===== src/rtl/core/scm_pkg.sv =====
// Shared types, constants and helper functions for the session chunker block.
`default_nettype none

package scm_pkg;

  localparam int unsigned NUM_LANES   = 6;
  localparam int unsigned FEAT_W      = 16;
  localparam int unsigned LABEL_W     = 16;
  localparam int unsigned SESS_W      = 32;
  localparam int unsigned INDEX_W     = 16;
  localparam int unsigned WIN_W       = 11;
  localparam int unsigned PIC_W       = 6;
  localparam int unsigned NF_W        = 3;
  localparam int unsigned TGT_W       = 6;
  localparam int unsigned CFG_IDX_W   = 2;
  localparam int unsigned CFG_DATA_W  = 11;

  localparam logic [WIN_W-1:0] MAX_WINDOW      = 11'd1024;
  localparam logic [PIC_W-1:0] MAX_PREDICTIONS = 6'd32;
  localparam logic [NF_W-1:0]  MAX_LANES       = 3'd6;

  localparam int unsigned IN_DATA_W  = 144;
  localparam int unsigned OUT_DATA_W = 168;

  localparam int unsigned IN_LABEL_LSB  = SESS_W;
  localparam int unsigned IN_FEAT_LSB   = SESS_W + LABEL_W;
  localparam int unsigned OUT_SESS_LSB  = INDEX_W;
  localparam int unsigned OUT_LABEL_LSB = INDEX_W + SESS_W;
  localparam int unsigned OUT_WT_BIT    = INDEX_W + SESS_W + LABEL_W;
  localparam int unsigned OUT_FEAT_LSB  = OUT_WT_BIT + 1;

  typedef enum logic [1:0] {
    KIND_SAMPLE    = 2'd0,
    KIND_TARGET    = 2'd1,
    KIND_CHUNK_END = 2'd2
  } kind_e;

  typedef enum logic [CFG_IDX_W-1:0] {
    CFG_PRED_WINDOW = 2'd0,
    CFG_PRED_CHUNK  = 2'd1,
    CFG_NUM_FEAT    = 2'd2,
    CFG_USE_TARGET  = 2'd3
  } cfg_idx_e;

  localparam logic OP_SAMPLE = 1'b0;
  localparam logic OP_FLUSH  = 1'b1;

  typedef enum logic [5:0] {
    S_IDLE = 6'b000001,
    S_ECHO = 6'b000010,
    S_WTGT = 6'b000100,
    S_CTGT = 6'b001000,
    S_CPAD = 6'b010000,
    S_CEND = 6'b100000
  } state_e;

  typedef logic signed [FEAT_W-1:0] feat_t;

  typedef struct packed {
    logic upd;
    logic clr;
  } vote_cmd_t;

  typedef struct packed {
    logic [LABEL_W-1:0] cand;
    logic               nonempty;
    logic               full;
  } vote_stat_t;

  function automatic logic [WIN_W-1:0] clamp_pw(input logic [WIN_W-1:0] v);
    logic [WIN_W-1:0] r;
    r = v;
    if (v == '0) begin
      r = WIN_W'(1);
    end else if (v > MAX_WINDOW) begin
      r = MAX_WINDOW;
    end
    return r;
  endfunction

  function automatic logic [PIC_W-1:0] clamp_pic(input logic [PIC_W-1:0] v);
    logic [PIC_W-1:0] r;
    r = v;
    if (v == '0) begin
      r = PIC_W'(1);
    end else if (v > MAX_PREDICTIONS) begin
      r = MAX_PREDICTIONS;
    end
    return r;
  endfunction

  function automatic logic [NF_W-1:0] clamp_nf(input logic [NF_W-1:0] v);
    logic [NF_W-1:0] r;
    r = v;
    if (v == '0) begin
      r = NF_W'(1);
    end else if (v > MAX_LANES) begin
      r = MAX_LANES;
    end
    return r;
  endfunction

endpackage

`default_nettype wire


===== src/rtl/core/scm_vote.sv =====
// Streaming majority vote unit that tracks one prediction window.
`default_nettype none

module scm_vote
  import scm_pkg::*;
(
  input  wire logic               clk_i,
  input  wire logic               rst_ni,
  input  wire vote_cmd_t          cmd_i,
  input  wire logic [LABEL_W-1:0] label_i,
  input  wire logic [WIN_W-1:0]   pw_i,
  output vote_stat_t              stat_o
);

  logic [LABEL_W-1:0] cand_q, cand_d;
  logic [WIN_W-1:0]   cnt_q, cnt_d;
  logic [WIN_W-1:0]   wsc_q, wsc_d;
  logic [WIN_W:0]     wsc_inc;

  assign wsc_inc = {1'b0, wsc_q} + (WIN_W + 1)'(1);

  always_comb begin
    cand_d = cand_q;
    cnt_d  = cnt_q;
    wsc_d  = wsc_q;
    if (cmd_i.clr) begin
      cand_d = '0;
      cnt_d  = '0;
      wsc_d  = '0;
    end else if (cmd_i.upd) begin
      if (cnt_q == '0) begin
        cand_d = label_i;
        cnt_d  = WIN_W'(1);
      end else if (cand_q == label_i) begin
        cnt_d = cnt_q + WIN_W'(1);
      end else begin
        cnt_d = cnt_q - WIN_W'(1);
      end
      wsc_d = wsc_inc[WIN_W-1:0];
    end
  end

  always_ff @(posedge clk_i or negedge rst_ni) begin
    if (!rst_ni) begin
      cand_q <= '0;
      cnt_q  <= '0;
      wsc_q  <= '0;
    end else begin
      cand_q <= cand_d;
      cnt_q  <= cnt_d;
      wsc_q  <= wsc_d;
    end
  end

  assign stat_o.cand     = cand_q;
  assign stat_o.nonempty = (wsc_q != '0);
  assign stat_o.full     = (wsc_inc >= {1'b0, pw_i});

endmodule

`default_nettype wire


===== src/rtl/core/session_chunker_majority_label_top.sv =====
// Top level of the session chunker with windowed majority labels.
//
// Samples enter on the s_axis channel (tuser is the op: sample or flush) and
// results leave on the m_axis channel (tuser is the kind, tlast marks the last
// result of one input transaction). Configuration is written through the
// cfg_we_i/cfg_idx_i/cfg_data_i port; the user must write it only while the
// block is idle, which the block itself does not enforce. One input transaction
// is taken at a time: s_axis_tready is high only while the sequencer is idle.
// A sample yields its echo from the S_ECHO state, followed by a window target
// and a chunk close when due. A chunk close emits at most one result per cycle
// while the receiver does not stall: the partial window target, the padding
// targets and the chunk-end item; S_CTGT moves on without output when no
// partial target is due, and S_CPAD does so when the padding loop ends.
// Every result passes through a single output register; while the receiver
// stalls, a state with a result to emit waits on that register and holds.
// After reset the configuration is window 1, one window per chunk, six
// feature lanes and labels in use, with no open chunk or session.
`default_nettype none

module session_chunker_majority_label_top
  import scm_pkg::*;
(
  input  wire logic                  clk_i,
  input  wire logic                  rst_ni,
  input  wire logic                  s_axis_tvalid,
  output      logic                  s_axis_tready,
  // session, label, feature_0 .. feature_5
  input  wire logic [IN_DATA_W-1:0]  s_axis_tdata,
  // op
  input  wire logic                  s_axis_tuser,
  output      logic                  m_axis_tvalid,
  input  wire logic                  m_axis_tready,
  // index, out_session, target_label, weight, out_feature_0 .. out_feature_5, zero fill
  output      logic [OUT_DATA_W-1:0] m_axis_tdata,
  // kind
  output      logic [1:0]            m_axis_tuser,
  output      logic                  m_axis_tlast,
  input  wire logic                  cfg_we_i,
  input  wire logic [CFG_IDX_W-1:0]  cfg_idx_i,
  input  wire logic [CFG_DATA_W-1:0] cfg_data_i
);

  logic [WIN_W-1:0]   pw_q;
  logic [PIC_W-1:0]   pic_q;
  logic [NF_W-1:0]    nf_q;
  logic               ut_q;
  logic [INDEX_W-1:0] csize_q;

  logic [WIN_W-1:0]   pw_cl;
  logic [PIC_W-1:0]   pic_cl;
  logic [NF_W-1:0]    nf_cl;
  logic [WIN_W+PIC_W-1:0] csize_full;

  state_e             state_q, state_d;
  logic               ret_q, ret_d;
  logic               cfull_q, cfull_d;
  logic               have_q, have_d;
  logic [SESS_W-1:0]  cur_q, cur_d;
  logic [INDEX_W-1:0] csc_q, csc_d;
  logic [TGT_W-1:0]   te_q, te_d;

  logic [SESS_W-1:0]  sess_q;
  logic [LABEL_W-1:0] label_q;
  feat_t              feat_q [NUM_LANES];

  logic                  out_valid_q;
  logic [OUT_DATA_W-1:0] out_data_q;
  logic [1:0]            out_user_q;
  logic                  out_last_q;

  vote_cmd_t  vcmd;
  vote_stat_t vstat;

  logic               accept;
  logic               out_free;
  logic               emit;
  logic               fire;
  kind_e              o_kind;
  logic               o_last;
  logic [INDEX_W-1:0] o_index;
  logic [SESS_W-1:0]  o_sess;
  logic [LABEL_W-1:0] o_label;
  logic               o_weight;
  logic               o_feat_en;
  logic [OUT_DATA_W-1:0] o_data;
  logic [INDEX_W-1:0] csc_inc;
  logic [TGT_W-1:0]   te_inc;
  logic               cfull_now;
  logic               wfull_now;

  assign pw_cl      = clamp_pw(pw_q);
  assign pic_cl     = clamp_pic(pic_q);
  assign nf_cl      = clamp_nf(nf_q);
  assign csize_full = pw_cl * pic_cl;

  always_ff @(posedge clk_i or negedge rst_ni) begin
    if (!rst_ni) begin
      pw_q    <= WIN_W'(1);
      pic_q   <= PIC_W'(1);
      nf_q    <= MAX_LANES;
      ut_q    <= 1'b1;
      csize_q <= INDEX_W'(1);
    end else begin
      csize_q <= csize_full[INDEX_W-1:0];
      if (cfg_we_i) begin
        case (cfg_idx_i)
          CFG_PRED_WINDOW: pw_q  <= cfg_data_i[WIN_W-1:0];
          CFG_PRED_CHUNK:  pic_q <= cfg_data_i[PIC_W-1:0];
          CFG_NUM_FEAT:    nf_q  <= cfg_data_i[NF_W-1:0];
          CFG_USE_TARGET:  ut_q  <= cfg_data_i[0];
          default: ;
        endcase
      end
    end
  end

  assign s_axis_tready = (state_q == S_IDLE);
  assign accept        = s_axis_tvalid && s_axis_tready;
  assign out_free      = !out_valid_q || m_axis_tready;
  assign fire          = emit && out_free;

  assign csc_inc   = (csc_q != '1) ? csc_q + INDEX_W'(1) : csc_q;
  assign te_inc    = (te_q != '1) ? te_q + TGT_W'(1) : te_q;
  assign cfull_now = (csc_inc >= csize_q);
  assign wfull_now = ut_q && vstat.full;

  always_ff @(posedge clk_i) begin
    if (accept) begin
      sess_q  <= s_axis_tdata[SESS_W-1:0];
      label_q <= s_axis_tdata[IN_LABEL_LSB +: LABEL_W];
      for (int k = 0; k < NUM_LANES; k++) begin
        feat_q[k] <= s_axis_tdata[IN_FEAT_LSB + k*FEAT_W +: FEAT_W];
      end
    end
  end

  always_comb begin
    state_d   = state_q;
    ret_d     = ret_q;
    cfull_d   = cfull_q;
    have_d    = have_q;
    cur_d     = cur_q;
    csc_d     = csc_q;
    te_d      = te_q;
    emit      = 1'b0;
    o_kind    = KIND_SAMPLE;
    o_last    = 1'b0;
    o_index   = '0;
    o_sess    = cur_q;
    o_label   = '0;
    o_weight  = 1'b0;
    o_feat_en = 1'b0;
    vcmd      = '0;

    case (state_q)
      S_IDLE: begin
        if (accept) begin
          if (s_axis_tuser == OP_FLUSH) begin
            if (csc_q != '0) begin
              ret_d   = 1'b0;
              state_d = S_CTGT;
            end
          end else if (have_q && (s_axis_tdata[SESS_W-1:0] != cur_q) && (csc_q != '0)) begin
            ret_d   = 1'b1;
            state_d = S_CTGT;
          end else begin
            state_d = S_ECHO;
          end
        end
      end
      S_ECHO: begin
        emit      = 1'b1;
        o_kind    = KIND_SAMPLE;
        o_index   = csc_q;
        o_sess    = sess_q;
        o_feat_en = 1'b1;
        o_last    = !wfull_now && !cfull_now;
        if (fire) begin
          have_d   = 1'b1;
          cur_d    = sess_q;
          csc_d    = csc_inc;
          cfull_d  = cfull_now;
          vcmd.upd = ut_q;
          vcmd.clr = !ut_q;
          ret_d    = 1'b0;
          if (wfull_now) begin
            state_d = S_WTGT;
          end else if (cfull_now) begin
            state_d = S_CTGT;
          end else begin
            state_d = S_IDLE;
          end
        end
      end
      S_WTGT: begin
        emit     = 1'b1;
        o_kind   = KIND_TARGET;
        o_index  = INDEX_W'(te_q);
        o_label  = vstat.cand;
        o_weight = 1'b1;
        o_last   = !cfull_q;
        if (fire) begin
          te_d     = te_inc;
          vcmd.clr = 1'b1;
          state_d  = cfull_q ? S_CTGT : S_IDLE;
        end
      end
      S_CTGT: begin
        if (ut_q && vstat.nonempty) begin
          emit     = 1'b1;
          o_kind   = KIND_TARGET;
          o_index  = INDEX_W'(te_q);
          o_label  = vstat.cand;
          o_weight = 1'b1;
          if (fire) begin
            te_d    = te_inc;
            state_d = S_CPAD;
          end
        end else begin
          state_d = S_CPAD;
        end
      end
      S_CPAD: begin
        if (ut_q && (te_q < TGT_W'(pic_cl))) begin
          emit    = 1'b1;
          o_kind  = KIND_TARGET;
          o_index = INDEX_W'(te_q);
          if (fire) begin
            te_d = te_inc;
          end
        end else begin
          state_d = S_CEND;
        end
      end
      S_CEND: begin
        emit    = 1'b1;
        o_kind  = KIND_CHUNK_END;
        o_index = csc_q;
        o_last  = !ret_q;
        if (fire) begin
          vcmd.clr = 1'b1;
          csc_d    = '0;
          te_d     = '0;
          state_d  = ret_q ? S_ECHO : S_IDLE;
        end
      end
      default: begin
        state_d = S_IDLE;
      end
    endcase
  end

  always_comb begin
    o_data = '0;
    o_data[INDEX_W-1:0]                = o_index;
    o_data[OUT_SESS_LSB +: SESS_W]     = o_sess;
    o_data[OUT_LABEL_LSB +: LABEL_W]   = o_label;
    o_data[OUT_WT_BIT]                 = o_weight;
    for (int k = 0; k < NUM_LANES; k++) begin
      if (o_feat_en && (NF_W'(k) < nf_cl)) begin
        o_data[OUT_FEAT_LSB + k*FEAT_W +: FEAT_W] = feat_q[k];
      end
    end
  end

  scm_vote u_vote (
    .clk_i   (clk_i),
    .rst_ni  (rst_ni),
    .cmd_i   (vcmd),
    .label_i (label_q),
    .pw_i    (pw_cl),
    .stat_o  (vstat)
  );

  always_ff @(posedge clk_i or negedge rst_ni) begin
    if (!rst_ni) begin
      state_q <= S_IDLE;
      ret_q   <= 1'b0;
      cfull_q <= 1'b0;
      have_q  <= 1'b0;
      cur_q   <= '0;
      csc_q   <= '0;
      te_q    <= '0;
    end else begin
      state_q <= state_d;
      ret_q   <= ret_d;
      cfull_q <= cfull_d;
      have_q  <= have_d;
      cur_q   <= cur_d;
      csc_q   <= csc_d;
      te_q    <= te_d;
    end
  end

  always_ff @(posedge clk_i or negedge rst_ni) begin
    if (!rst_ni) begin
      out_valid_q <= 1'b0;
    end else if (fire) begin
      out_valid_q <= 1'b1;
    end else if (m_axis_tready) begin
      out_valid_q <= 1'b0;
    end
  end

  always_ff @(posedge clk_i) begin
    if (fire) begin
      out_data_q <= o_data;
      out_user_q <= o_kind;
      out_last_q <= o_last;
    end
  end

  assign m_axis_tvalid = out_valid_q;
  assign m_axis_tdata  = out_data_q;
  assign m_axis_tuser  = out_user_q;
  assign m_axis_tlast  = out_last_q;

endmodule

`default_nettype wire


===== config.mk =====
export PLATFORM = sky130hd
export DESIGN_NAME = session_chunker_majority_label_top
export DESIGN_NICKNAME = d
export VERILOG_FILES = /design/src/rtl/core/scm_pkg.sv /design/src/rtl/core/scm_vote.sv /design/src/rtl/core/session_chunker_majority_label_top.sv
export SDC_FILE = /design/constraint.sdc
export NUM_CORES = 1
export LEC_CHECK = 0
export ABC_AREA = 1
export BUFFER_PORTS_ARGS = -buffer_cell sky130_fd_sc_hd__buf_2
export CORE_ASPECT_RATIO = 0.5
export CORE_MARGIN = 5
export CORE_UTILIZATION = 35
export CTS_BUF_LIST = sky130_fd_sc_hd__clkbuf_16
export CTS_CLUSTER_DIAMETER = 150
export CTS_CLUSTER_SIZE = 12
export DETAILED_ROUTE_END_ITERATION = 10
export HOLD_SLACK_MARGIN = 0.08
export PLACE_DENSITY = 0.55
export RECOVER_POWER = 100
export SLEW_MARGIN = 15
export SYNTH_ARGS = -nofsm -noshare
export SYNTH_HDL_FRONTEND = slang
export SYNTH_SLANG_ARGS = --single-unit

===== constraint.sdc =====
create_clock -name clk_i -period 9.7 [get_ports clk_i]
set_input_delay 0.97 -clock clk_i [delete_from_list [all_inputs] [get_ports clk_i]]
set_output_delay 0.97 -clock clk_i [all_outputs]
set_load 0.01 [all_outputs]

Word level (Yosys, flattened, before mapping)
Memories as Yosys holds them, arrays and structs flattened. A register that Yosys moved wholly into a read port is not among the register bits. Cells that the tools add are included.

Flip-flop bits (word level): 255. RAM bits: 96. Input bits: 163. Output and inout port bits: 173. Word-level logic and storage cells: 185. Memories kept: 1.

Memory list: feat_q (depth 6, bits a word 16, rd ports 6, clocked after memory_dff 6, write ports 6, line session_chunker_majority_label_top.sv:64) `feat_t feat_q [NUM_LANES];`.

$add $sub $neg: 5. Multipliers: 1. Magnitude comparators: 12. Eq/ne operators: 23. Multiplexer cells: 69. Reduce and logical (&&, ||, !) cells: 53.

Operator list (number): 16-bit 2-to-1 mux (7); 6-bit 2-to-1 mux (18); 11-bit 2-to-1 mux (8); 16-bit case mux with 2 select lines (2); 16-bit case mux with 4 select lines (1); 6-bit case mux with 6 select lines (1); 32-bit 2-to-1 mux (1); 32-bit != test (1); 6-bit case mux with 4 select lines (1); 11-bit logical NOT (2); 16-bit by 1-bit adder with 16-bit output (second input constant) (1); 16-bit equality test (1); 16-bit greater-or-equal comparator (1); 11-bit by 6-bit multiplier with 16-bit output (1); 1-bit 2-to-1 mux (16); 4-bit 2-to-1 mux (4); 16-bit != test (second input constant) (1); 16-bit nonzero test (1); 1-bit logical AND (14); 11-bit by 1-bit adder with 12-bit output (second input constant) (1); 12-bit by 11-bit greater-or-equal comparator with 1-bit output (1); 1-bit logical NOT (12); 2-bit != test (second input constant) (6); 2-bit AND reduction (6); other kinds (41) (55).

Depth between registers and ports, before layout
Gate-level depths: netlist (run 1).

Word-level depth: 12. Gate-level depth with buffers: 24. Gate-level depth less buffers: 24.

Cells and area by module
From an unflattened synthesis (run 1), not the netlist that was laid out.

Cell total of the unflattened synthesis: 2007. Area total of the unflattened synthesis: 20981.4 um^2.

Modules (own cells, without submodules): session_chunker_majority_label_top (instances 1, cells each 1622, area an instance 18174.9 um^2, sequential area each 11785.1 um^2); scm_vote (instances 1, cells each 385, area an instance 2806.4 um^2, sequential area each 950.9 um^2).

Worst setup path after synthesis (run 1)
No wires, ideal clock.

Path kind: flip-flop to flip-flop. From: register state_q[5]. To: memory feat_q[0][0] in the netlist's numbering, enable pin. Library setup time: 0.650 ns. Data arrival time: 7.519 ns. Required time: 9.050 ns. Path slack: 1.531 ns. Cell stages (with the launch flop): 6. Path buffers: 0. Clock period less this slack: 8.169 ns. Path through: dfrtp_1 -> nor2_4 -> inv_1 -> nor4_1 -> inv_1 -> nor2_1.

RTL lines: start: declaration (line session_chunker_majority_label_top.sv:54) `state_e state_q, state_d;`; start signal: assignment (line session_chunker_majority_label_top.sv:285) `state_q <= state_d;`; end: declaration (line session_chunker_majority_label_top.sv:64).

Worst setup path after layout (run 1)
From: register pic_q[5]. To: register out_data_q[35] (netlist: m_axis_tdata[35]), enable pin.

Longest elaborated chain between the ends: 8. Elaborated cells on any way between the ends: 9. Classes of those cells: 2 x order compare; 4 x mux; 3 x reduce/logical.

Ends and longest elaborated chain: start: declaration (line session_chunker_majority_label_top.sv:44) `logic [PIC_W-1:0] pic_q;`; start signal: assignment (line session_chunker_majority_label_top.sv:108) `CFG_PRED_CHUNK: pic_q <= cfg_data_i[PIC_W-1:0];`; 6-bit > comparator (line scm_pkg.sv:86) `end else if (v > MAX_PREDICTIONS) begin`; 6-bit 2-to-1 mux (line scm_pkg.sv:86); 6-bit 2-to-1 mux (*) (line scm_pkg.sv:84) `if (v == '0) begin`; 6-bit less-than comparator (*) (line session_chunker_majority_label_top.sv:224) `if (ut_q && (te_q < TGT_W'(pic_cl))) begin`; 1-bit logical AND (*) (line session_chunker_majority_label_top.sv:224); 1-bit 2-to-1 mux (*) (line session_chunker_majority_label_top.sv:224); 1-bit case mux with 3 select lines (*) (line session_chunker_majority_label_top.sv:155) `case (state_q)`; 1-bit logical AND (*) (line session_chunker_majority_label_top.sv:120) `assign fire = emit && out_free;`; named net fire (line session_chunker_majority_label_top.sv:77) `logic fire;`; end signal: assignment (line session_chunker_majority_label_top.sv:307) `out_data_q <= o_data;`; end: declaration (line session_chunker_majority_label_top.sv:67) `logic [OUT_DATA_W-1:0] out_data_q;`.

Mark *: on every way through the listed nets, which the timed path passes. The rest lies on a longest branch. A chain may end at the register's enable or synchronous reset.

==> results of run 1 <==
[critical path, stage by stage (launching register included)]
cell	delay, ns
dfrtp_1	0.46
inv_1	0.36
nand2_1	0.37
ha_1	0.40
nand2_1	0.06
o211a_1	0.24
nand3_1	0.20
nand2_4	0.08
nand2_1	0.31
clkinvlp_2	1.89
buf_4	1.11
buf_4	0.50
[path summary, 6_finish.rpt]
check                              endpoint  cells after the start  startpoint  slack [ns]
setup / recovery           m_axis_tdata[35]                     11    pic_q[5]        3.28
hold / removal                       have_q                      1      have_q        0.47
setup reg to reg           m_axis_tdata[35]                     11    pic_q[5]        3.28
hold reg to reg                      have_q                      1      have_q        0.47
max in group asynchronous            have_q                      2      rst_ni        4.91
min in group asynchronous          pic_q[5]                      1      rst_ni        2.09
[logic make-up (layout without fill, tap and decap cells)]
kind of cell	Yosys count	in the layout	share of synthesized area, %
xor+xnor	76	76	3.20
buf+inv	420	788	7.88
compound gates	215	215	5.43
simple gates	700	700	14.3
mux	4	4	0.216
flops	447	447	61.2
fa+ha+maj	107	107	7.77
other cells	1	15	0.0180
[cells in the mapped netlist (all sizes together), types with 10 or more instances]
cell type	number
a21oi	45
buf	27
clkbuf	24
dfrtp	132
edfxtp	308
fa	37
ha	70
inv	365
nand2	295
nand3	73
nand4	23
nor2	271
nor3	19
nor4	10
o21ai	134
o22ai	27
xnor2	42
xor2	34
[state kept, by name (all words and copies together) (netlist names), 2 cells and up]
name and flops:
csc_q 16, csize_q 16, cur_q 32, feat_q 96, label_q 16, m_axis_tdata 161, m_axis_tuser 2, nf_q 3
pic_q 6, pw_q 11, sess_q 32, state_q 6, te_q 6, u_vote.cand_q 16, u_vote.cnt_q 11, u_vote.wsc_q 11
[final cells by class]
type                            count  area, sq um
Antenna cell                        8         20.0
Clock buffer                       43         1080
Clock inverter                     37          184
Fill cell                        5816        34800
Inverter                          369         1390
Multi-Input combinational cell   1109         6420
Sequential cell                   447        12700
Tap cell                          780          976
Timing Repair Buffer              339         1440
[report_power, final]
part	internal, W	total [W]	switching, W
clock network	0.000812	0.00155	0.000734
logic	0.000635	0.00189	0.00126
registers	0.00265	0.00287	0.000225
total	0.00410	0.00631	0.00222
[routing by layer]
layer | vias up | global-route usage (%) | share of wire, %
li1 | 7040 | - | -
met5 | - | 0 | 0
met4 | 0 | 4.18 | 2.0
met2 | 189 | 28.4 | 53
met3 | 66 | 2.43 | 3.1
met1 | 6833 | 19.1 | 42
[stage by stage]
stage | util (%) | setup WS [ns] | instances | hold slack (ns)
2_1_floorplan | - | 1.53 | 1976 | 0.440
3_3_place_gp | 39.5 | 4.93 | 3043 | 0.452
3_5_place_dp | 39.5 | 4.92 | 3043 | 0.458
4_1_cts | 41.6 | 4.87 | 3123 | 0.474
5_1_grt | 41.1 | 2.68 | 3132 | 0.491
6_report | 41.1 | 3.28 | 3132 | 0.475
==> summary.md, run 1 <==
| Metric | Value |
|---|---|
| Placed cell areas | `0.0233 sq mm` |
| Cell area after synthesis | `0.0208 sq mm` |
| Die Ht | `182 um` |
| Top cell type's share of synthesized area | `44.4%` |
| Setup Fix Bufs, Post-CTS | `0` |
| Most used DFF post-synth | `edfxtp_1` |
| Final hold vios | `0` |
| Drt drc | `0` |
| Num Clock Sinks | `447` |
| Die Span X | `355 um` |
| Most common cell after layout, fill and taps aside | `inv_1` |
| Tcrit/Tclk final | `66.2%` |
| Area growth syn-to-layout | `16.5%` |
| Max Transition Viols Final | `399` |
| Hold WC Path Type | `register to register` |
| Critical path type | `register to register` |
| Failing checks | `capacitance limit, slew limit` |
| Setup Skew | `0.0261 ns` |
| Total congestion overflow | `0` |
| Synth cell types | `44` |
| Drt total wl | `51300 um` |
| Final instance area | `0.0242 sq mm` |
| Full die area | `0.0647 sq mm` |
| Relative slew margins | `-212%` |
| TNS Setup | `0 ns` |
| GPL Wtd Cong | `0.826` |
| Cts bufs inserted | `43` |
| Clock tree buffer depth | `3` |
| Input/output buffers | `328` |
| Worst-path clk slew | `0.06 ns` |
| Core ar. | `0.0590 sq mm` |
| Crit path time final | `6.42 ns` |
| H-tree lvl count | `2` |
| FFs w/ async S/R, synth | `31.1%` |
| Cells after synthesis | `1970` |
| Ports | `336` |
| Synth area leader | `edfxtp_1` |
| Crit-path max FO | `75` |
| Vias in the first global route | `13800` |
| CTS Hold Bufs | `0` |
| Pwr dens | `260 mW/mm^2` |
| CTS tree | `built` |
| Antenna Nets Post-Route | `0` |
| Startpoint types | `register` |
| Syn. warnings | `0` |
| Status | `finished with violations` |
| Starting density of the core | `35.3%` |
| First-pass GRT wire length | `78800 um` |
| Max cap viols | `8` |
| Share of cells above drive strength 1 | `9.09%` |
| Number of DRC markers in iteration 0 | `891` |
| Largest net degree at the start of global routing | `76` |
| WL/cell | `16.4 um` |
| Yosys reg bits | `447` |
| Rows | `63` |
| Nets | `2579` |
| Post-DP HPWL | `37000 um` |
| Worst Max-Slew Pin Slew | `4.68 ns` |
| Post-CTS Resized | `0` |
| Fmax | `156 MHz` |
| DR pass1 iterations | `5` |
| Worst VDD drop | `0.133 mV` |
| Vias | `14100` |
| Tot Pwr | `0.00631 W` |
| DR vias/cell | `4.51` |
| Leakage | `10.7 nW` |
| Worst EP required | `9.93 ns` |
| Most frequent cells in the layout | `391 x inv_1, 308 x edfxtp_1, 291 x nand2_1, 267 x nor2_1, 208 x clkbuf_1` |
| Avg Cell Area, Syn | `10.6 sq um` |
| Initial antenna violation count | `8` |
| Critical Path AT | `6.65 ns` |
| CP endpoint kind | `register` |
| Root buffer cell | `clkbuf_16` |
| Worst skew pair latency | `0.56 ns` |
| Seq/Total Area, Yosys | `61.2%` |
| RSZ-0062 raised after global routing | `false` |
| Setup-failing EPs final | `0` |
| Synth top area cells | `edfxtp_1 44%, dfrtp_1 16%, inv_1 6.4%` |
| EDFF count, synth | `308` |
| Total GRT Usage | `15.5%` |
Note: power is estimated with default switching activity, not from simulation.
==> inputs of run 2 (changes only) <==
- PLACE_DENSITY: 0.55 -> 0.57
- clock period: 9.7 -> 5.55 ns (I/O delays scaled with it)
==> summary.md, run 2 (same netlist as run 1, synthesis figures left out) <==
| Metric | Value |
|---|---|
| CP endpoint kind | `register` |
| Clock tree buffer depth | `3 (unchanged)` |
| Post-DP HPWL | `36900 um (-0.20%)` |
| Relative slew margins | `-169% (+43 points)` |
| DP Worst Slack | `0.731 ns (-4.19 ns)` |
| Largest net degree at the start of global routing | `90 (+18%)` |
| Worst skew pair latency | `0.57 ns (about the same)` |
| GPL Wtd Cong | `0.825 (about the same)` |
| Register area | `0.0127 sq mm (unchanged)` |
| Number of DRC markers in iteration 0 | `931 (+4.5%)` |
| Drt total wl | `51200 um (-0.18%)` |
| Starting density of the core | `35.3% (unchanged)` |
| Setup Skew | `0.0202 ns (-0.00588 ns)` |
| Register-to-Register Setup Slack | `0.69 ns (-2.59 ns)` |
| Worst Max-Slew Pin Slew | `4.03 ns (-0.651 ns)` |
| Critical register-to-register path startpoint | `pw_q[6]` |
| CP Buf/Inv Count | `4 (unchanged)` |
| Final hold vios | `0 (unchanged)` |
| Worst EP required | `6.03 ns (-3.90 ns)` |
| Largest stage delay on the critical path | `0.55 ns (-1.34 ns)` |
| # fillers | `5777 (-0.67%)` |
| Delay-heaviest family, CP | `adder cells` |
| CTS tree | `built` |
| Setup-failing EPs final | `0 (unchanged)` |
| Full die area | `0.0647 sq mm (unchanged)` |
| Leakage | `10.7 nW (about the same)` |
| Setup ws final | `0.693 ns (-2.59 ns)` |
| Worst Hold Depth | `1 (unchanged)` |
| DR vias/cell | `4.55 (+0.78%)` |
| H-tree lvl count | `2 (unchanged)` |
| Final instance area | `0.0243 sq mm (about the same)` |
| Max cap viols | `3 (-5)` |
| Antenna Nets Post-Route | `0 (unchanged)` |
| WL/cell | `16.4 um (-0.11%)` |
| Most frequent cells in the layout | `389 x inv_1, 308 x edfxtp_1, 291 x nand2_1, 266 x nor2_1, 206 x clkbuf_1` |
| Crit path time final | `4.86 ns (-1.56 ns)` |
| Crit-path cells | `nor4_1, nand3_1, inv_1, nor2_1, inv_1, nand2_1, nor2_1, fa_1, fa_1, inv_1, fa_1, inv_1, ha_1, a21oi_1, o21ai_0, a21oi_1, o21ai_0, a21oi_1, nor2_1, nor2_1, xnor2_1` |
| Min-delay src | `s_axis_tdata[124]` |
| Share of cells above drive strength 1 | `9.05% (-0.035 points)` |
| Rows | `63 (unchanged)` |
| CTS Hold Bufs | `1 (+1)` |
| Root buffer cell | `clkbuf_16` |
| Comb power frac | `30.1% (about the same)` |
| Placed cell areas | `0.0233 sq mm (+0.11%)` |
| DR pass1 iterations | `5 (unchanged)` |
| Worst VDD drop | `0.216 mV (+62%)` |
| Die Span X | `355 um (unchanged)` |
| Tcrit/Tclk final | `87.5% (+21 points)` |
| RSZ-0062 raised after global routing | `false` |
| First-pass GRT wire length | `78900 um (+0.19%)` |
| Reg2reg end | `csize_q[14]` |
| Slowest CP cell | `fa_1` |
| Failing checks | `capacitance limit, slew limit` |
| Hold WC Path Type | `primary input to register` |
| Crit path from | `pw_q[6]` |
| Pwr dens | `455 mW/mm^2 (+75%)` |
| Max Transition Viols Final | `228 (-43%)` |
| Sw Ratio | `35.2% (+0.074 points)` |
| Area of the multi-input gates | `0.00643 sq mm (+0.19%)` |
| Die Ht | `182 um (unchanged)` |
| Worst-path clk slew | `0.07 ns (about the same)` |
| Reg power frac | `45.5% (about the same)` |
| Worst Reg2Reg Path Length in Cells | `21 (+10)` |
| Initial antenna violation count | `10 (+2)` |
| Clk network pwr share | `24.5% (about the same)` |
| Max reg flops | `161 (unchanged)` |
| Worst Hold End | `feat_q[4][12]` |
| Status | `finished with violations` |
| Most common cell after layout, fill and taps aside | `inv_1` |
| Critical path type | `register to register` |
| Internal | `0.00715 W (+75%)` |
| Ports | `336 (unchanged)` |
| Setup Fix Bufs, Post-CTS | `0 (unchanged)` |
| Total GRT Usage | `15.5% (about the same)` |
| Core ar. | `0.0590 sq mm (unchanged)` |
| Drt drc | `0 (unchanged)` |
| Vias | `14200 (+0.71%)` |
| Crit-path max FO | `12 (-84%)` |
| Nets | `2579 (unchanged)` |
| Cts bufs inserted | `43 (unchanged)` |
| TNS Setup | `0 ns (unchanged)` |
| Input/output buffers | `328 (unchanged)` |
| Total congestion overflow | `0 (unchanged)` |
| Critical Path AT | `5.33 ns (-1.32 ns)` |
| Area growth syn-to-layout | `16.6% (about the same)` |
| Vias in the first global route | `13900 (+0.75%)` |
| Num Clock Sinks | `447 (unchanged)` |
| NetSw | `0.00388 W (+75%)` |
| Startpoint types | `register` |
| Post-CTS Resized | `0 (unchanged)` |
| Fmax | `206 MHz (+32%)` |
-- run 2: cell count changes in the layout (fill, tap and decap cells not counted), sizes merged --
| cell | previous run | this run |
|---|---|---|
| clkinvlp | 1 | 0 |
| buf | 131 | 128 |
| dlygate4sd3 | 0 | 1 |
| dlygate4sd2 | 0 | 1 |
| clkinv | 6 | 5 |
| clkbuf | 251 | 252 |
-- run 2: how the worst max path moves through the flow --
stage	cells after the start	end	slack, ns
5_1_grt	3	u_vote.cand_q[9]	0.18
3_3_place_gp	21	csize_q[14]	0.79
4_1_cts	21	csize_q[14]	0.69
3_5_place_dp	21	csize_q[14]	0.73
6_report	21	csize_q[14]	0.69
2_1_floorplan	16	u_vote.wsc_q[0]	1.10
-- run 2: metal layers --
layer | share of wire, % | global-route usage [%] | wire length, um | vias up
met5 | 0.025 | 0 | 13 | -
met4 | 3.1 | 4.85 | 1570 | 2
met3 | 3.8 | 2.57 | 1960 | 93
met2 | 53 | 28.4 | 27000 | 254
met1 | 40 | 18.8 | 20700 | 6832
li1 | - | - | - | 7048
-- run 2: through the flow --
stage	utilization (%)	power [W]	hold slack (ns)	cells
after global placement	39.5	0.00845	0.457	3043
after global routing	41.1	0.0119	0.118	3130
after CTS	41.6	0.0113	0.120	3122
final	41.1	0.0110	0.159	3130
after detailed placement	39.5	0.00852	0.453	3043
after floorplan	-	0.00740	0.259	1976
-- run 2: area by class of cell --
type                    count  share of cell area, %
flip-flops and latches    447                   52.5
multi-input cells        1109                   26.5
repair buffers            339                   6.01
inverters                 369                   5.73
clock buffers              43                   4.43
well taps                 780                   4.02
clock inverters            35                  0.727
diodes                      8                 0.0825
-- run 2: power by group through the flow --
| stage | registers [W] | clock network, W | logic, W |
|---|---|---|---|
| 6_report | 0.00502 | 0.00270 | 0.00332 |
| 5_1_grt | 0.00511 | 0.00296 | 0.00381 |
| 4_1_cts | 0.00498 | 0.00280 | 0.00350 |
| 3_5_place_dp | 0.00504 | 0 | 0.00348 |
| 3_3_place_gp | 0.00502 | 0 | 0.00343 |
| 2_1_floorplan | 0.00513 | 0 | 0.00227 |
-- run 2: worst reg2reg max path, cell delays in order, from the launching register on --
cell and delay [ns]:
dfrtp_1 0.39, nor4_1 0.31, nand3_1 0.10, inv_1 0.08
nor2_1 0.04, inv_1 0.26, nand2_1 0.28, nor2_1 0.21
fa_1 0.47, fa_1 0.55, inv_1 0.05, fa_1 0.53
inv_1 0.04, ha_1 0.36, a21oi_1 0.17, o21ai_0 0.09
a21oi_1 0.23, o21ai_0 0.17, a21oi_1 0.16, nor2_1 0.05
nor2_1 0.11, xnor2_1 0.12
==> inputs of run 3 (changes only) <==
- ABC_AREA: 1 -> default
- CORE_MARGIN: 5 -> 2
==> summary.md, run 3 <==
| Metric | Value |
|---|---|
| Vias | `13500 (-5.0%)` |
| Seq/Total Area, Yosys | `61.7% (+0.53 points)` |
| Share of cells above drive strength 1 | `11.6% (+2.6 points)` |
| Most common cell on crit path | `fa_1` |
| Rows | `62 (-1.6%)` |
| Critical path type | `register to register` |
| Worst EP required | `6.00 ns (-0.03 ns)` |
| Synth cell types | `75 (+70%)` |
| Placed cell areas | `0.0231 sq mm (-0.95%)` |
| Clock tree buffer depth | `3 (unchanged)` |
| Root buffer cell | `clkbuf_16` |
| Crit-path max FO | `11 (-1)` |
| Met2 WL | `27300 um (+1.3%)` |
| Fin Hold WS | `0.155 ns (-0.00409 ns)` |
| Max cap viols | `7 (+4)` |
| First-pass GRT wire length | `78900 um (about the same)` |
| CTS Hold Bufs | `0 (-1)` |
| Cells after synthesis | `1675 (-15%)` |
| Ports | `336 (unchanged)` |
| Synth area leader | `edfxtp_1` |
| DR vias/cell | `4.81 (+5.8%)` |
| DR pass1 iterations | `5 (unchanged)` |
| Critical Path AT | `5.41 ns (+0.08 ns)` |
| Largest stage delay on the critical path | `1.00 ns (+0.45 ns)` |
| Tcrit/Tclk final | `89.3% (+1.8 points)` |
| CTS tree | `built` |
| Most frequent cell after synthesis | `edfxtp_1` |
| Nets | `2268 (-12%)` |
| Most common cell after layout, fill and taps aside | `edfxtp_1` |
| H-tree lvl count | `2 (unchanged)` |
| Vias in the first global route | `13400 (-3.9%)` |
| Drt total wl | `51700 um (+0.95%)` |
| Most used DFF post-synth | `edfxtp_1` |
| Largest family of logic cells by synthesized area | `simple AND/OR/NAND/NOR gates` |
| Avg Cell Area, Syn | `12.3 sq um (+17%)` |
| Final hold vios | `0 (unchanged)` |
| Final instance area | `0.0240 sq mm (-1.1%)` |
| Max Transition Viols Final | `321 (+41%)` |
| Relative slew margins | `-200% (-31 points)` |
| Internal | `0.00687 W (-4.0%)` |
| Setup Fix Bufs, Post-CTS | `0 (unchanged)` |
| Antenna Nets Post-Route | `0 (unchanged)` |
| Setup-failing EPs final | `0 (unchanged)` |
| Leakage | `9.90 nW (-7.8%)` |
| Synth top area cells | `edfxtp_1 45%, dfrtp_1 16%, nand2_1 4.9%` |
| Cell area after synthesis | `0.0206 sq mm (-0.87%)` |
| Die Span X | `347 um (-2.1%)` |
| Worst skew pair latency | `0.57 ns (about the same)` |
| Starting density of the core | `35.7% (+0.45 points)` |
| Reg power frac | `47.6% (+2.1 points)` |
| Yosys reg bits | `447 (unchanged)` |
| Slowest CP cell | `o21ai_0` |
| Input/output buffers | `328 (unchanged)` |
| Worst-path clk slew | `0.07 ns (about the same)` |
| Synth Area in Adders | `7.83% (+0.068 points)` |
| Initial antenna violation count | `10 (unchanged)` |
| Startpoint types | `register` |
| Failing checks | `capacitance limit, slew limit` |
| Hold WC Path Type | `primary input to register` |
| Routed met3 length | `1830 um (-6.7%)` |
| Compound-gate portion of the synthesized area | `6.57% (+1.1 points)` |
| Tot Pwr | `0.0103 W (-6.7%)` |
| Simple logic cell fraction of the synthesized area | `15.6% (+1.3 points)` |
| Fmax | `202 MHz (-2.0%)` |
| TNS Setup | `0 ns (unchanged)` |
| FFs w/ async S/R, synth | `31.1% (unchanged)` |
| Post-CTS Resized | `0 (unchanged)` |
| Full die area | `0.0610 sq mm (-5.7%)` |
| Crit-path cells | `nor4_1, o21ai_0, nor2_1, fa_1, inv_1, fa_1, fa_1, inv_1, ha_1, a21oi_1, o21ai_0, o21ba_1, a211oi_1, a21oi_1, xnor2_1` |
| NetSw | `0.00342 W (-12%)` |
| Final Core Density | `41.5% (+0.43 points)` |
| Max reg flops | `161 (unchanged)` |
| Worst Max-Slew Pin Slew | `4.50 ns (+0.468 ns)` |
| Area growth syn-to-layout | `16.3%` |
| Die Ht | `176 um (-3.7%)` |
| Top cell type's share of synthesized area | `44.8% (+0.39 points)` |
| WL/cell | `18.4 um (+12%)` |
| Num Clock Sinks | `447 (unchanged)` |
| Clk network pwr share | `26.6% (+2.1 points)` |
| Drt drc | `0 (unchanged)` |
| GPL Wtd Cong | `0.835 (+1.1%)` |
| Worst VDD drop | `0.165 mV (-24%)` |
| EDFF count, synth | `308 (unchanged)` |
| Syn. warnings | `0 (unchanged)` |
| XOR/XNOR Fraction of Synth Area | `3.86% (+0.66 points)` |
| Total congestion overflow | `0 (unchanged)` |
| Post-DP HPWL | `35900 um (-2.8%)` |
| Wl on met1 | `21600 um (+4.2%)` |
| CP endpoint kind | `register` |
| Top sig layer | `met5` |
| Mux cell area share after synthesis | `1.20% (+0.98 points)` |
| Most frequent cells in the layout | `308 x edfxtp_1, 269 x nand2_1, 208 x clkbuf_1, 132 x dfrtp_1, 125 x buf_2` |
| Most common library cells after synthesis | `308 x edfxtp_1, 269 x nand2_1, 132 x dfrtp_1` |
| Cts bufs inserted | `43 (unchanged)` |
| Status | `finished with violations` |
| Pwr dens | `429 mW/mm^2 (-5.7%)` |
| Total GRT Usage | `16.7% (+1.2 points)` |
| Setup Skew | `0.0283 ns (+0.00812 ns)` |
| Sw Ratio | `33.3% (-1.9 points)` |
| Comb power frac | `25.8% (-4.3 points)` |
| Number of DRC markers in iteration 0 | `1002 (+7.6%)` |
| Crit path time final | `4.96 ns (+0.100 ns)` |
| Largest net degree at the start of global routing | `87 (-3.3%)` |
| RSZ-0062 raised after global routing | `false` |
| Core ar. | `0.0578 sq mm (-2.1%)` |
==> run 3: path summary, 6_finish.rpt <==
kind,cells after the start,end,slack (ns),startpoint
min in group asynchronous,1,u_vote.cand_q[2],1.80,rst_ni
worst max register to register,15,csize_q[15],0.59,pic_q[4]
max in group asynchronous,1,csc_q[14],1.19,rst_ni
worst min-delay path,1,feat_q[5][11],0.15,s_axis_tdata[139]
worst min register to register,2,cur_q[24],0.46,sess_q[24]
worst max-delay path,15,csize_q[15],0.59,pic_q[4]
==> run 3: cell type report <==
| class | count | area, sq um |
|---|---|---|
| tap | 768 | 961 |
| timing repair buffer | 343 | 1480 |
| fill | 5535 | 33800 |
| clock buffer | 43 | 1080 |
| inverter | 88 | 334 |
| antenna | 8 | 20.0 |
| multi-input combinational | 1075 | 7200 |
| sequential | 447 | 12700 |
| clock inverter | 37 | 184 |
==> run 3: through the flow <==
stage               cells  setup WS (ns)
detailed placement   2721          0.627
global route         2808          0.243
CTS                  2801          0.598
floorplan            1681          0.489
global placement     2721          0.700
finish               2809          0.593
==> run 3: power by group through the flow <==
stage	Clock [W]	Sequential [W]	Combinational (W)
3_3_place_gp	0	0.00491	0.00276
2_1_floorplan	0	0.00499	0.00182
5_1_grt	0.00295	0.00499	0.00302
4_1_cts	0.00281	0.00487	0.00281
3_5_place_dp	0	0.00494	0.00279
6_report	0.00273	0.00490	0.00266
==> run 3: layer usage <==
metal  global-route usage, %  up-vias
met5                       0        -
met4                    4.80        4
li1                        -     6505
met3                    2.72       64
met2                    29.6      219
met1                    21.0     6723
==> run 3: cells by family (layout without fill, tap and decap cells) <==
| family | after synthesis | after routing |
|---|---|---|
| xor+xnor | 91 | 91 |
| compound gates | 195 | 195 |
| simple gates | 653 | 653 |
| other cells | 1 | 15 |
| fa+ha+maj | 107 | 107 |
| mux | 22 | 22 |
| flops | 447 | 447 |
| buf+inv | 159 | 511 |
==> run 3: critical path: cells and delay by family (launching register included) <==
family          cells  cell delay, ns
fa+ha+maj           4            1.87
flops               1            0.41
buf+inv             2            0.09
compound gates      6            2.09
simple gates        2            0.25
xor+xnor            1            0.14
